### config.mk
export PLATFORM = sky130hd
export DESIGN_NAME = decimal_money_text_parser_core
export DESIGN_NICKNAME = d
export VERILOG_FILES = /design/src/hw/rtl/dmtp_pkg.sv /design/src/hw/rtl/dmtp_front.sv /design/src/hw/rtl/dmtp_queue.sv /design/src/hw/rtl/dmtp_back.sv /design/src/hw/rtl/decimal_money_text_parser_core.sv
export SDC_FILE = /design/constraint.sdc
export NUM_CORES = 1
export LEC_CHECK = 0
export BUFFER_PORTS_ARGS = -buffer_cell sky130_fd_sc_hd__buf_2
export CAP_MARGIN = 20
export CORE_MARGIN = 8
export CORE_UTILIZATION = 49
export DETAILED_ROUTE_END_ITERATION = 8
export GPL_TIMING_DRIVEN = 0
export PLACE_DENSITY_LB_ADDON = 0.15
export REMOVE_ABC_BUFFERS = 1
export SLEW_MARGIN = 15
export SYNTH_ARGS = -nofsm -noshare
export SYNTH_HDL_FRONTEND = slang
export SYNTH_SLANG_ARGS = --single-unit
export TNS_END_PERCENT = 100
### constraint.sdc
create_clock -name clk -period 21.8 [get_ports clk]
set_input_delay 4.36 -clock clk [delete_from_list [all_inputs] [get_ports clk]]
set_output_delay 4.36 -clock clk [all_outputs]
set_load 0.05 [all_outputs]
### src/hw/rtl/dmtp_pkg.sv
// Shared token type and character class codes of the money text parser.
package dmtp_pkg;

	localparam logic [2:0] KIND_DIGIT = 3'd0;
	localparam logic [2:0] KIND_BLANK = 3'd1;
	localparam logic [2:0] KIND_PLUS  = 3'd2;
	localparam logic [2:0] KIND_MINUS = 3'd3;
	localparam logic [2:0] KIND_SEP   = 3'd4;
	localparam logic [2:0] KIND_TERM  = 3'd5;
	localparam logic [2:0] KIND_OTHER = 3'd6;

	// One classified character as it travels from the front to the back.
	typedef struct packed {
		logic [2:0] kind;
		logic [3:0] digit;
	} token_t;

endpackage

### src/hw/rtl/dmtp_front.sv
// Front end: classifies one character byte into a parser token.
module dmtp_front (
	input  logic [7:0]      char_code,
	output dmtp_pkg::token_t token
);
	import dmtp_pkg::*;

	always_comb begin
		token.digit = char_code[3:0];
		unique case (char_code) inside
			8'h00:                 token.kind = KIND_TERM;
			[8'h09:8'h0d], 8'h20:  token.kind = KIND_BLANK;
			8'h2b:                 token.kind = KIND_PLUS;
			8'h2d:                 token.kind = KIND_MINUS;
			8'h2c, 8'h2e:          token.kind = KIND_SEP;
			[8'h30:8'h39]:         token.kind = KIND_DIGIT;
			default:               token.kind = KIND_OTHER;
		endcase
	end

endmodule

### src/hw/rtl/dmtp_queue.sv
// Two-entry token queue between the classifying front and the parsing back.
module dmtp_queue (
	input  logic             clk,
	input  logic             arst_n,
	input  logic             push,
	input  dmtp_pkg::token_t push_token,
	input  logic             pop,
	output logic             full,
	output logic             not_empty,
	output dmtp_pkg::token_t head
);
	import dmtp_pkg::*;

	token_t     mem_q [2];
	logic       wr_ptr_q;
	logic       rd_ptr_q;
	logic [1:0] count_q;

	always_ff @(posedge clk) begin
		if (push) begin
			mem_q[wr_ptr_q] <= push_token;
		end
	end

	always_ff @(posedge clk or negedge arst_n) begin
		if (!arst_n) begin
			wr_ptr_q <= 1'b0;
			rd_ptr_q <= 1'b0;
			count_q  <= 2'd0;
		end else begin
			if (push) begin
				wr_ptr_q <= ~wr_ptr_q;
			end
			if (pop) begin
				rd_ptr_q <= ~rd_ptr_q;
			end
			case ({push, pop})
				2'b10:   count_q <= count_q + 2'd1;
				2'b01:   count_q <= count_q - 2'd1;
				default: count_q <= count_q;
			endcase
		end
	end

	assign full      = count_q[1];
	assign not_empty = (count_q != 2'd0);
	assign head      = mem_q[rd_ptr_q];

endmodule

### src/hw/rtl/dmtp_back.sv
// Back end: grammar state machine, cents accumulator and result register.
module dmtp_back (
	input  logic               clk,
	input  logic               arst_n,
	input  logic               head_valid,
	input  dmtp_pkg::token_t   head,
	output logic               pop,
	output logic               result_valid,
	input  logic               result_stall,
	output logic               ok,
	output logic signed [63:0] cents
);
	import dmtp_pkg::*;

	localparam logic [2:0] PH_LEAD   = 3'd0;
	localparam logic [2:0] PH_SIGNED = 3'd1;
	localparam logic [2:0] PH_INT    = 3'd2;
	localparam logic [2:0] PH_SEP    = 3'd3;
	localparam logic [2:0] PH_FRAC1  = 3'd4;
	localparam logic [2:0] PH_FRAC2  = 3'd5;
	localparam logic [2:0] PH_TRAIL  = 3'd6;
	localparam logic [2:0] PH_ERROR  = 3'd7;

	localparam logic [70:0] LIMIT_POS = {8'd0, {63{1'b1}}};
	localparam logic [70:0] LIMIT_NEG = {7'd0, 1'b1, 63'd0};

	logic [2:0]  phase_q, phase_d;
	logic        negative_q, negative_d;
	logic [63:0] int_q, int_d;
	logic [6:0]  frac_q, frac_d;
	logic        result_valid_q;
	logic        ok_q;
	logic [63:0] cents_q;

	logic        is_term;
	logic        out_free;
	logic        take;
	logic        complete;
	logic        good;
	logic [67:0] prod;
	logic [70:0] mag;
	logic [63:0] value;

	assign is_term  = (head.kind == KIND_TERM);
	assign out_free = !result_valid_q || !result_stall;
	assign pop      = head_valid && (!is_term || out_free);

	// Next integer value: x*10 + d; the upper four bits flag an overflow.
	assign prod = ({4'd0, int_q} << 3) + ({4'd0, int_q} << 1) + {64'd0, head.digit};

	// Final magnitude in cents: x*100 + fraction.
	assign mag = ({7'd0, int_q} << 6) + ({7'd0, int_q} << 5) + ({7'd0, int_q} << 2)
		+ {64'd0, frac_q};

	assign complete = (phase_q == PH_INT) || (phase_q == PH_FRAC1)
		|| (phase_q == PH_FRAC2) || (phase_q == PH_TRAIL);
	assign good  = complete && (mag <= (negative_q ? LIMIT_NEG : LIMIT_POS));
	assign value = negative_q ? (64'd0 - mag[63:0]) : mag[63:0];

	always_comb begin
		phase_d    = phase_q;
		negative_d = negative_q;
		int_d      = int_q;
		frac_d     = frac_q;
		take       = 1'b0;
		unique case (phase_q) inside
			PH_LEAD: begin
				if (head.kind == KIND_BLANK) begin
					phase_d = PH_LEAD;
				end else if (head.kind == KIND_PLUS || head.kind == KIND_MINUS) begin
					negative_d = (head.kind == KIND_MINUS);
					phase_d    = PH_SIGNED;
				end else if (head.kind == KIND_DIGIT) begin
					take = 1'b1;
				end else begin
					phase_d = PH_ERROR;
				end
			end
			PH_SIGNED: begin
				if (head.kind == KIND_DIGIT) begin
					take = 1'b1;
				end else begin
					phase_d = PH_ERROR;
				end
			end
			PH_INT: begin
				if (head.kind == KIND_DIGIT) begin
					take = 1'b1;
				end else if (head.kind == KIND_SEP) begin
					phase_d = PH_SEP;
				end else if (head.kind == KIND_BLANK) begin
					phase_d = PH_TRAIL;
				end else begin
					phase_d = PH_ERROR;
				end
			end
			PH_SEP: begin
				if (head.kind == KIND_DIGIT) begin
					frac_d  = ({3'd0, head.digit} << 3) + ({3'd0, head.digit} << 1);
					phase_d = PH_FRAC1;
				end else begin
					phase_d = PH_ERROR;
				end
			end
			PH_FRAC1: begin
				if (head.kind == KIND_DIGIT) begin
					frac_d  = frac_q + {3'd0, head.digit};
					phase_d = PH_FRAC2;
				end else if (head.kind == KIND_BLANK) begin
					phase_d = PH_TRAIL;
				end else begin
					phase_d = PH_ERROR;
				end
			end
			PH_FRAC2, PH_TRAIL: begin
				phase_d = (head.kind == KIND_BLANK) ? PH_TRAIL : PH_ERROR;
			end
			default: begin
				phase_d = PH_ERROR;
			end
		endcase
		if (take) begin
			if (|prod[67:64]) begin
				phase_d = PH_ERROR;
			end else begin
				int_d   = prod[63:0];
				phase_d = PH_INT;
			end
		end
	end

	always_ff @(posedge clk or negedge arst_n) begin
		if (!arst_n) begin
			phase_q        <= PH_LEAD;
			negative_q     <= 1'b0;
			int_q          <= 64'd0;
			frac_q         <= 7'd0;
			result_valid_q <= 1'b0;
		end else begin
			if (result_valid_q && !result_stall) begin
				result_valid_q <= 1'b0;
			end
			if (pop) begin
				if (is_term) begin
					phase_q        <= PH_LEAD;
					negative_q     <= 1'b0;
					int_q          <= 64'd0;
					frac_q         <= 7'd0;
					result_valid_q <= 1'b1;
				end else begin
					phase_q    <= phase_d;
					negative_q <= negative_d;
					int_q      <= int_d;
					frac_q     <= frac_d;
				end
			end
		end
	end

	always_ff @(posedge clk) begin
		if (pop && is_term) begin
			ok_q    <= good;
			cents_q <= good ? value : 64'd0;
		end
	end

	assign result_valid = result_valid_q;
	assign ok           = ok_q;
	assign cents        = cents_q;

endmodule

### src/hw/rtl/decimal_money_text_parser_core.sv
// Top level of the money text parser: front classifier, token queue and parsing back end.
//
// The char channel (char_valid, char_stall, char_code) carries one text byte per
// transaction. A zero byte ends the string; it alone causes a transaction on the
// result channel (result_valid, result_stall, ok, cents). cents is the signed amount
// in cents, or zero when ok is low because of a syntax fault or an amount outside
// the signed 64-bit range.
//
// Throughput is one character per cycle while char_stall is low: the front classifies a
// byte in the cycle it arrives, and the back runs one grammar step and one shift-add on
// its 64-bit accumulator per cycle. A terminator passes through the token queue into the
// result register when at the head with the register free; that sets result_valid.
//
// When the receiver holds result_stall, the result register keeps its transaction;
// characters keep flowing until a terminator reaches the head of the queue, after
// which the queue fills and char_stall rises. char_stall is simply the queue being
// full, and it is never high while the result register is empty.
//
// Asynchronous reset (arst_n low) empties the queue and the result register and
// returns the parser to expecting leading whitespace, a sign or a digit.
module decimal_money_text_parser_core (
	input  logic               clk,
	input  logic               arst_n,
	input  logic               char_valid,
	output logic               char_stall,
	input  logic [7:0]         char_code,
	output logic               result_valid,
	input  logic               result_stall,
	output logic               ok,
	output logic signed [63:0] cents
);
	import dmtp_pkg::*;

	token_t front_token;
	token_t head_token;
	logic   q_full;
	logic   q_not_empty;
	logic   q_push;
	logic   q_pop;

	// A character transaction completes whenever the queue has room.
	assign q_push     = char_valid && !q_full;
	assign char_stall = q_full;

	dmtp_front u_front (
		.char_code (char_code),
		.token     (front_token)
	);

	dmtp_queue u_queue (
		.clk        (clk),
		.arst_n     (arst_n),
		.push       (q_push),
		.push_token (front_token),
		.pop        (q_pop),
		.full       (q_full),
		.not_empty  (q_not_empty),
		.head       (head_token)
	);

	// The back end only holds a token back when it is a terminator and the result
	// register is still occupied by a stalled transaction.
	dmtp_back u_back (
		.clk          (clk),
		.arst_n       (arst_n),
		.head_valid   (q_not_empty),
		.head         (head_token),
		.pop          (q_pop),
		.result_valid (result_valid),
		.result_stall (result_stall),
		.ok           (ok),
		.cents        (cents)
	);

endmodule

==> impl_metrics.tcl, run 1 <==
set metrics [dict create \
    viasPerCell 6.08 \
    endpoint_kind "flop" \
    worstPathMaxFanout 46 \
    final_area_sq_um 22000 \
    drive_above_1_share_pct 7.41 \
    synth_common_cells "ha_1, a21oi_1, nor2_1" \
    synth_seq_cells 159 \
    reg2reg_to "u_back.cents[2]" \
    hpwl_um 43300 \
    syn-cell-area_sq_um 20600 \
    cp_cell_sequence "inv_1 > fa_1 > inv_1 > fa_1 > ha_1 > nor2b_1 > o2111ai_2 > a211oi_2 > or3_1 > o2111ai_2 > nand2_1 > and3_1 > or4b_2 > and3_1 > ha_1 > nand4_1 > nor2_1 > nand3_1 > or4_1 > o211ai_1 > nand4_1 > or4_2 > buf_12 > a21oi_1" \
    ys_warn_count 0 \
    post-cts-setup-buffers 0 \
    port_buffers 78 \
    grt_overflow 0 \
    fp.dieH_um 221 \
    synth_flop_cell "dfrtp_1" \
    dieArea_sq_um 48900 \
    rr_startpoint "u_back.int_q[0]" \
    cts_buffers 17 \
    finalSetupViolations 0 \
    finalCriticalPeriod_ps 8050 \
    cts.repair.resized 0 \
    clock-sinks 159 \
    maxCapViolCount 0 \
    slowest_delay_ps 850 \
    dr.pass1.iters 5 \
    boundaryPins 79 \
    arrival_ps 8370 \
    track_usage_pct 21.5 \
    area_growth_pct 6.66 \
    grt_pass1_vias 17308 \
    placementRows 75 \
    grt_max_degree 83 \
    r2r_slack_ps 13750 \
    path_class "reg2reg" \
    fin_setup_tns_ps 0 \
    place.gp.congestion 0.937 \
    start_kind "flop" \
    clockBufferDepth 2 \
    switchingPower_mw 0.494 \
    antenna_cells_inserted 0 \
    post_drt_wl_per_cell_um 18.3 \
    p_int_mw 0.672 \
    power_frac_clock_pct 25.7 \
    cp_slowest_cell "or4_2" \
    seq_area_frac_synth_pct 21.2 \
    placed_cells 2881 \
    core_area_sq_um 41800 \
    placed_area_sq_um 21400 \
    hold_viol 0 \
    hp-class "reg2reg" \
    worstSkewPairLatency_ps 470 \
    synth-edff-count 79 \
    combinationalPowerShare_pct 40.8 \
    power.density_nw_per_um2 53.0 \
    worstRegToRegCells 24 \
    ys_types 96 \
    min-delay-start "u_queue.wr_ptr_q" \
    nFillCells 3921 \
    root_buffer "clkbuf_16" \
    synthArstFlopShare_pct 50.3 \
    synth_top_cell_by_area "ha_1" \
    status "complete, no violations" \
    synth_cells 2347 \
    startpoint "u_back.int_q[0]" \
    grt_pass1_wl_um 88500 \
    drc 0 \
    antenna_left 0 \
    final_nets 2777 \
    cp-endpoint "u_back.cents[2]" \
    clock_skew_ps 15.3 \
    ir_worst_vdd_mv 0.0659 \
    max_freq_mhz 124 \
    ctsHoldBuffers 0 \
    finalNonFillerCells 2913 \
    slew_viol_final 0 \
    leakagePower_nw 10.9 \
    htree_levels 4 \
    cts_tree "done" \
    period_share_pct 36.9 \
    drt_iter0_drc 1342 \
    synthTopCellsByArea "ha_1, edfxtp_1, dfrtp_1, fa_1, a21oi_1" \
    grt_setup_unrepaired "no" \
    slew-limit-headroom_pct 30.9 \
    routed_wl_um 53200 \
    initial_core_util_pct 49.4 \
    cts.clk_slew.worst_paths_ps 80 \
    p_sw_share_pct 42.4 \
    die_w_um 221 \
    via_count 17706 \
    yosysMostFrequentCell "ha_1" \
    cp.required_ps 22120 \
    antenna_found_initial 0 \
    tightest_slew_ps 1020 \
    p_seq_share_pct 33.5 \
    postSynthAreaPerCell_sq_um 8.79 \
    yosysTopAreaCellShare_pct 20.4 \
]
critical path: cells and delay by family, from the launching register on:
family          cells  cell delay (ps)
flops               1              520
fa+ha+maj           4             1700
compound gates      5             1110
buf+inv             3              470
simple gates       12             4050
layer usage:
metal  up-vias  global-route usage [%]  wire, um
met4         0                    6.67      1210
met5         -                       0         0
met2       435                    34.6     23900
met3        81                    2.83      2210
li1       8809                       -         -
met1      8381                    29.8     25900
how the worst min path moves through the flow:
stage                        to  slack [ps]  cells past startpoint
4_1_cts        u_queue.wr_ptr_q         510                      1
5_1_grt        u_queue.wr_ptr_q         530                      1
6_report       u_queue.wr_ptr_q         500                      1
2_1_floorplan  u_queue.wr_ptr_q         470                      1
3_3_place_gp   u_queue.wr_ptr_q         480                      1
3_5_place_dp   u_queue.wr_ptr_q         490                      1
registers in the layout (all words and copies together), names as in the netlist, 2 cells and up:
signal           count
u_queue.count_q      2
u_queue.mem_q       14
u_back.int_q        64
u_back.phase_q       3
u_back.cents        64
u_back.frac_q        7
cell type report:
cell class | instances | area [sq um] | area share [%]
multi-input combinational | 1981 | 15400 | 69.9
sequential | 159 | 4380 | 19.9
tap | 539 | 674 | 3.07
timing repair buffer | 89 | 572 | 2.60
clock buffer | 18 | 429 | 1.95
inverter | 113 | 424 | 1.93
clock inverter | 14 | 134 | 0.609
metrics by stage:
stage	setup slack, ps	power [mW]	utilization [%]	hold slack [ps]
after global routing	13330	1.24	52.7	525
after detailed placement	13690	0.873	51.3	493
final	13750	1.17	52.7	504
after floorplan	12020	0.734	-	468
after CTS	13660	1.18	52.7	509
after global placement	9820	0.851	50.8	483
logic make-up (layout without fill, tap and decap cells):
group / count (synthesis) / count (layout) / share of synthesized area, %
DFF: 159 / 159 / 21.2
and+or+nand+nor: 659 / 659 / 15.8
buffers and inverters: 207 / 234 / 4.28
muxes: 14 / 14 / 0.716
AOI/OAI and AO/OA: 740 / 740 / 24.1
xor gates and xnor gates: 164 / 164 / 7.00
adders and majority gates: 404 / 404 / 26.9
layout by cell type, fill, tap and decap left out, types with 26 or more instances in the layout:
cell and n:
nand4_1 54, edfxtp_1 79, a21o_1 78, xor2_1 75, fa_1 67, buf_2 77
ha_1 337, o21bai_1 30, nor3_1 39, nand2_1 159, a21oi_1 201, nor2_1 196
inv_1 113, dfrtp_1 79, nand3_1 45, o21ai_0 133, a211oi_1 26, xnor2_1 88
o31ai_1 32, a22o_1 59
power groups by stage:
stage	logic (mW)	registers (mW)	clock network, mW
final	0.476	0.391	0.300
after global routing	0.526	0.395	0.318
after CTS	0.479	0.391	0.306
after detailed placement	0.476	0.397	0
after global placement	0.446	0.405	0
after floorplan	0.285	0.449	0
Note: power is estimated with default switching activity, not from simulation.
==> run 2: changes to the inputs <==
==> constraint.sdc (replaced) <==
create_clock -name clk -period 7.52 [get_ports clk]
set_input_delay 1.504 -clock clk [delete_from_list [all_inputs] [get_ports clk]]
set_output_delay 1.504 -clock clk [all_outputs]
set_load 0.05 [all_outputs]
==> impl_metrics.tcl, run 2 (synthesis gave the netlist of run 1 again) <==
set metrics [dict create \
    start_kind "flop" \
    worstSkewPairLatency_ps 470 \
    cp_slowest_cell "or4b_2" \
    cp.required_ps 7840 \
    drive_above_1_share_pct 8.74 \
    final_area_sq_um 22200 \
    leakagePower_nw 11.0 \
    path_class "reg2reg" \
    final_common_cell "ha_1" \
    slew_viol_final 0 \
    worstRegToRegCells 24 \
    antenna_found_initial 0 \
    path_buf_inv 3 \
    slew-limit-headroom_pct 30.9 \
    ctsHoldBuffers 0 \
    ir_worst_vdd_mv 0.192 \
    p_int_mw 1.98 \
    slowest_delay_ps 630 \
    root_buffer "clkbuf_16" \
    min-delay-start "u_queue.wr_ptr_q" \
    placementRows 75 \
    core_area_sq_um 41800 \
    combinationalPowerShare_pct 41.8 \
    power_frac_clock_pct 25.2 \
    hold_viol 0 \
    port_buffers 78 \
    initial_core_util_pct 49.4 \
    hold_depth 1 \
    drt_iter0_drc 1294 \
    finalCriticalPeriod_ps 7260 \
    total_power_mw 3.44 \
    antenna_left 0 \
    area_growth_pct 7.79 \
    placed_cells 2881 \
    post_drt_wl_per_cell_um 18.5 \
    multi_input_area_sq_um 15600 \
    holdPathEnd "u_queue.wr_ptr_q" \
    dieArea_sq_um 48900 \
    hpwl_um 43300 \
    p_sw_share_pct 42.4 \
    boundaryPins 79 \
    drc 0 \
    max_freq_mhz 138 \
    clock-sinks 159 \
    clock_skew_ps 15.3 \
    hp-class "reg2reg" \
    place.gp.congestion 0.937 \
    cts_tree "done" \
    antenna_cells_inserted 0 \
    nFillCells 3895 \
    finalNonFillerCells 2919 \
    reg2reg_to "u_back.cents[2]" \
    cts_buffers 17 \
    grt_overflow 0 \
    placed_area_sq_um 21400 \
    track_usage_pct 21.5 \
    dr.pass1.iters 8 \
    period_share_pct 96.5 \
    fin_setup_tns_ps 0 \
    finalSetupViolations 0 \
    maxCapViolCount 0 \
    final_nets 2783 \
    endpoint_kind "flop" \
    fp.dieH_um 221 \
    r2r_slack_ps 260 \
    clockBufferDepth 2 \
    grt_pass1_wl_um 88600 \
    mostFrequentLayoutCells "ha_1, a21oi_1, nor2_1" \
    utilization_pct 53.2 \
    status "complete, no violations" \
    via_count 17784 \
    htree_levels 4 \
    grt_max_degree 83 \
    worstPathMaxFanout 46 \
    die_w_um 221 \
    cp_cell_sequence "inv_1 > fa_1 > inv_1 > fa_1 > ha_4 > nor2b_1 > o2111ai_2 > a211oi_2 > or3_4 > o2111ai_4 > nand2_2 > and3_1 > or4b_2 > and3_1 > ha_1 > nand4_1 > nor2_4 > nand3_4 > or4_4 > o211ai_1 > nand4_1 > or4_4 > buf_12 > a21oi_1" \
    cts.clk_slew.worst_paths_ps 70 \
    viasPerCell 6.09 \
    arrival_ps 7580 \
    rr_startpoint "u_back.int_q[1]" \
    crit_family "simple AND/OR/NAND/NOR gates" \
    tightest_slew_ps 1020 \
    routed_wl_um 54000 \
    p_seq_share_pct 33.0 \
    grt_pass1_vias 17326 \
    power.density_nw_per_um2 155 \
    final-seq-area_sq_um 4380 \
    switchingPower_mw 1.46 \
]
run 2: changes by cell type in the layout (fill, tap and decap cells not counted), sizes merged:
cell,before,now
or4,10,11
buf,89,94
run 2: area by class of cell:
class                           count  share of cell area [%]
Tap cell                          539                    3.03
Sequential cell                   159                    19.7
Multi-Input combinational cell   1982                    70.1
Inverter                          113                    1.91
Clock inverter                     14                   0.602
Clock buffer                       18                    1.93
Timing Repair Buffer               94                    2.74
run 2: power by group through the flow:
stage | combinational (mW) | clock [mW] | sequential (mW)
after detailed placement | 1.38 | 0 | 1.15
after global placement | 1.29 | 0 | 1.18
after CTS | 1.39 | 0.887 | 1.13
final | 1.44 | 0.866 | 1.14
after floorplan | 0.827 | 0 | 1.30
after global routing | 1.59 | 0.922 | 1.15
run 2: metal layers:
layer  up-vias  GRT usage [%]  routed length (um)
met5         -              0                   0
met4         0           6.67                1290
met2       436           34.6               24100
li1       8819              -                   -
met3        76           2.83                2550
met1      8453           29.8               26000
run 2: worst max-delay path by stage:
stage	endpoint	slack [ps]	startpoint	cells after the start
2_1_floorplan	u_back.cents[0]	600	result_stall	2
3_3_place_gp	u_back.cents[14]	-1630	u_back.negative_q	14
5_1_grt	u_back.cents[2]	-50	u_back.int_q[0]	24
4_1_cts	u_back.cents[6]	10	u_back.int_q[0]	24
3_5_place_dp	u_back.cents[6]	-590	u_back.int_q[0]	24
6_report	u_back.cents[2]	260	u_back.int_q[1]	24
run 2: what timing repair did:
item / in CTS / in global routing
pin swaps: 0 / 7
cloned: 0 / 1
buffers inserted: 0 / 5
hold endpoints to repair: 0 / 0
setup endpoints to repair: 65 / 65
gates resized for setup: 7 / 33
run 2: worst register-to-register path, stage by stage (launching register included):
cell	delay, ps
dfrtp_2	440
inv_1	110
fa_1	490
inv_1	60
fa_1	580
ha_4	240
nor2b_1	160
o2111ai_2	330
a211oi_2	170
or3_4	440
o2111ai_4	250
nand2_2	140
and3_1	180
or4b_2	630
and3_1	250
ha_1	310
nand4_1	150
nor2_4	190
nand3_4	160
or4_4	500
o211ai_1	200
nand4_1	180
or4_4	580
buf_12	210
a21oi_1	180
run 2: stage by stage:
step                hold WS, ps  setup WS (ps)
finish                      506            260
global route                525          -47.3
CTS                         509           12.3
detailed placement          493           -585
global placement            483          -1630
floorplan                   468            598
==> run 3: changes to the inputs <==
--- a/config.mk
+++ b/config.mk
@@ -7,7 +7,6 @@
 export LEC_CHECK = 0
 export BUFFER_PORTS_ARGS = -buffer_cell sky130_fd_sc_hd__buf_2
 export CAP_MARGIN = 20
-export CORE_MARGIN = 8
 export CORE_UTILIZATION = 49
 export DETAILED_ROUTE_END_ITERATION = 8
 export GPL_TIMING_DRIVEN = 0
==> impl_metrics.tcl, run 3 (synthesis gave the netlist of run 1 again) <==
set metrics [dict create \
    slew_viol_final 0 \
    arrival_ps 7590 \
    p_seq_share_pct 33.8 \
    cts.clk_slew.worst_paths_ps 70 \
    antenna_cells_inserted 0 \
    htree_levels 4 \
    tightest_slew_ps 1040 \
    track_usage_pct 24.5 \
    cp_slowest_cell "or4b_2" \
    routed_wl_um 52400 \
    start_kind "flop" \
    status "complete, no violations" \
    initial_core_util_pct 50.1 \
    power.density_nw_per_um2 152 \
    power_frac_clock_pct 24.8 \
    hold_viol 0 \
    place.gp.congestion 0.931 \
    placementRows 74 \
    dieArea_sq_um 42900 \
    path_buf_inv 3 \
    path_class "reg2reg" \
    hpwl_um 42900 \
    post_drt_wl_per_cell_um 18.0 \
    ir_worst_vdd_mv 0.218 \
    area_growth_pct 7.37 \
    p_sw_share_pct 42.0 \
    leakagePower_nw 11.0 \
    die_w_um 207 \
    utilization_pct 53.7 \
    max_freq_mhz 137 \
    clockBufferDepth 2 \
    cts_tree "done" \
    final_common_cell "ha_1" \
    startpoint "u_back.int_q[1]" \
    min-delay-start "u_queue.wr_ptr_q" \
    grt_pass1_vias 16876 \
    mostFrequentLayoutCells "ha_1, a21oi_1, nor2_1" \
    antenna_left 0 \
    core_area_sq_um 41200 \
    cts_buffers 17 \
    worstSkewPairLatency_ps 480 \
    period_share_pct 96.7 \
    finalCriticalPeriod_ps 7270 \
    p_int_mw 1.95 \
    combinationalPowerShare_pct 41.4 \
    maxCapViolCount 0 \
    root_buffer "clkbuf_16" \
    dr.pass1.iters 5 \
    antenna_found_initial 1 \
    port_buffers 78 \
    drc 0 \
    fp.dieH_um 207 \
    switchingPower_mw 1.41 \
    final_area_sq_um 22100 \
    endpoint_kind "flop" \
    setup_ws_ps 246 \
    grt_overflow 0 \
    place_worst_setup_slack_ps -553 \
    worstPathMaxFanout 47 \
    final_nets 2784 \
    hp-class "reg2reg" \
    grt_max_degree 74 \
    cp.required_ps 7840 \
    crit_family "simple AND/OR/NAND/NOR gates" \
    clock_skew_ps 19.7 \
    cp_cell_sequence "inv_1 > fa_1 > inv_1 > fa_1 > ha_1 > nor2b_1 > o2111ai_2 > a211oi_2 > or3_4 > o2111ai_2 > nand2_2 > and3_1 > or4b_2 > and3_1 > ha_1 > nand4_1 > nor2_4 > nand3_4 > or4_4 > o211ai_1 > nand4_1 > or4_4 > buf_12 > nor2_1" \
    finalSetupViolations 0 \
    total_power_mw 3.36 \
    boundaryPins 79 \
    drt_iter0_drc 1018 \
    placed_area_sq_um 21400 \
    drive_above_1_share_pct 8.53 \
    grt_setup_unrepaired "no" \
    grt_pass1_wl_um 85800 \
    slowest_delay_ps 620 \
    slew-limit-headroom_pct 29.5 \
    rr_startpoint "u_back.int_q[1]" \
    via_count 17587 \
    clock-sinks 159 \
    viasPerCell 6.04 \
]
run 3: cell types whose count changed in the layout (fill, tap and decap cells not counted), sizes merged:
cell	delta
clkinvlp	-5
clkinv	+3
buf	+2
clkbuf	+2
bufinv	-1
inv	+1
or4	-1
run 3: per-stage QoR:
| step | cells | hold WS (ps) | setup TNS [ps] |
|---|---|---|---|
| after CTS | 2908 | 507 | 0 |
| after detailed placement | 2875 | 493 | -28830 |
| after floorplan | 2253 | 468 | 0 |
| after global placement | 2863 | 484 | -211440 |
| final | 2913 | 499 | 0 |
| after global routing | 2913 | 524 | 0 |
run 3: power by group through the flow:
stage               sequential [mW]  combinational [mW]  clock, mW
global placement               1.17                1.29          0
floorplan                      1.30               0.827          0
global route                   1.15                1.53      0.889
finish                         1.14                1.39      0.831
CTS                            1.14                1.39      0.853
detailed placement             1.15                1.37          0
run 3: path summary, 6_finish.rpt:
kind                                     to  slack, ps  depth (start not counted)
min in group asynchronous  u_back.int_q[60]       1000                          1
max in group asynchronous  u_back.int_q[33]       5900                          2
max reg2reg                u_back.cents[10]        250                         24
max                        u_back.cents[10]        250                         24
min reg2reg                u_queue.wr_ptr_q        500                          1
min                        u_queue.wr_ptr_q        500                          1
run 3: layout make-up:
class | instances | area, sq um
repair buffers | 96 | 637
clock inverters | 12 | 82.6
inverters | 113 | 424
fillers | 3838 | 19100
multi-input cells | 1981 | 15500
well taps | 532 | 666
flip-flops and latches | 159 | 4380
clock buffers | 20 | 457
run 3: timing repair:
item,CTS,global route
pin swaps,1,1
hold buffers,0,0
setup buffers,1,5
setup endpoints to repair,65,65
resized for setup,5,21
run 3: routing by layer:
metal | share of wire [%] | track usage [%]
met4 | 2.6 | 8.52
met2 | 44 | 38.7
met1 | 50 | 34.3
met3 | 3.8 | 3.40
met5 | 0.019 | 0
run 3: worst register-to-register path, delay by kind of cell (launching register included):
kind | cells | cell delay [ps]
AO/OA/AOI/OAI | 4 | 910
adder cells (fa/ha/maj) | 4 | 1660
buffers and inverters | 3 | 370
flip-flops | 1 | 440
AND/OR/NAND/NOR | 13 | 3730
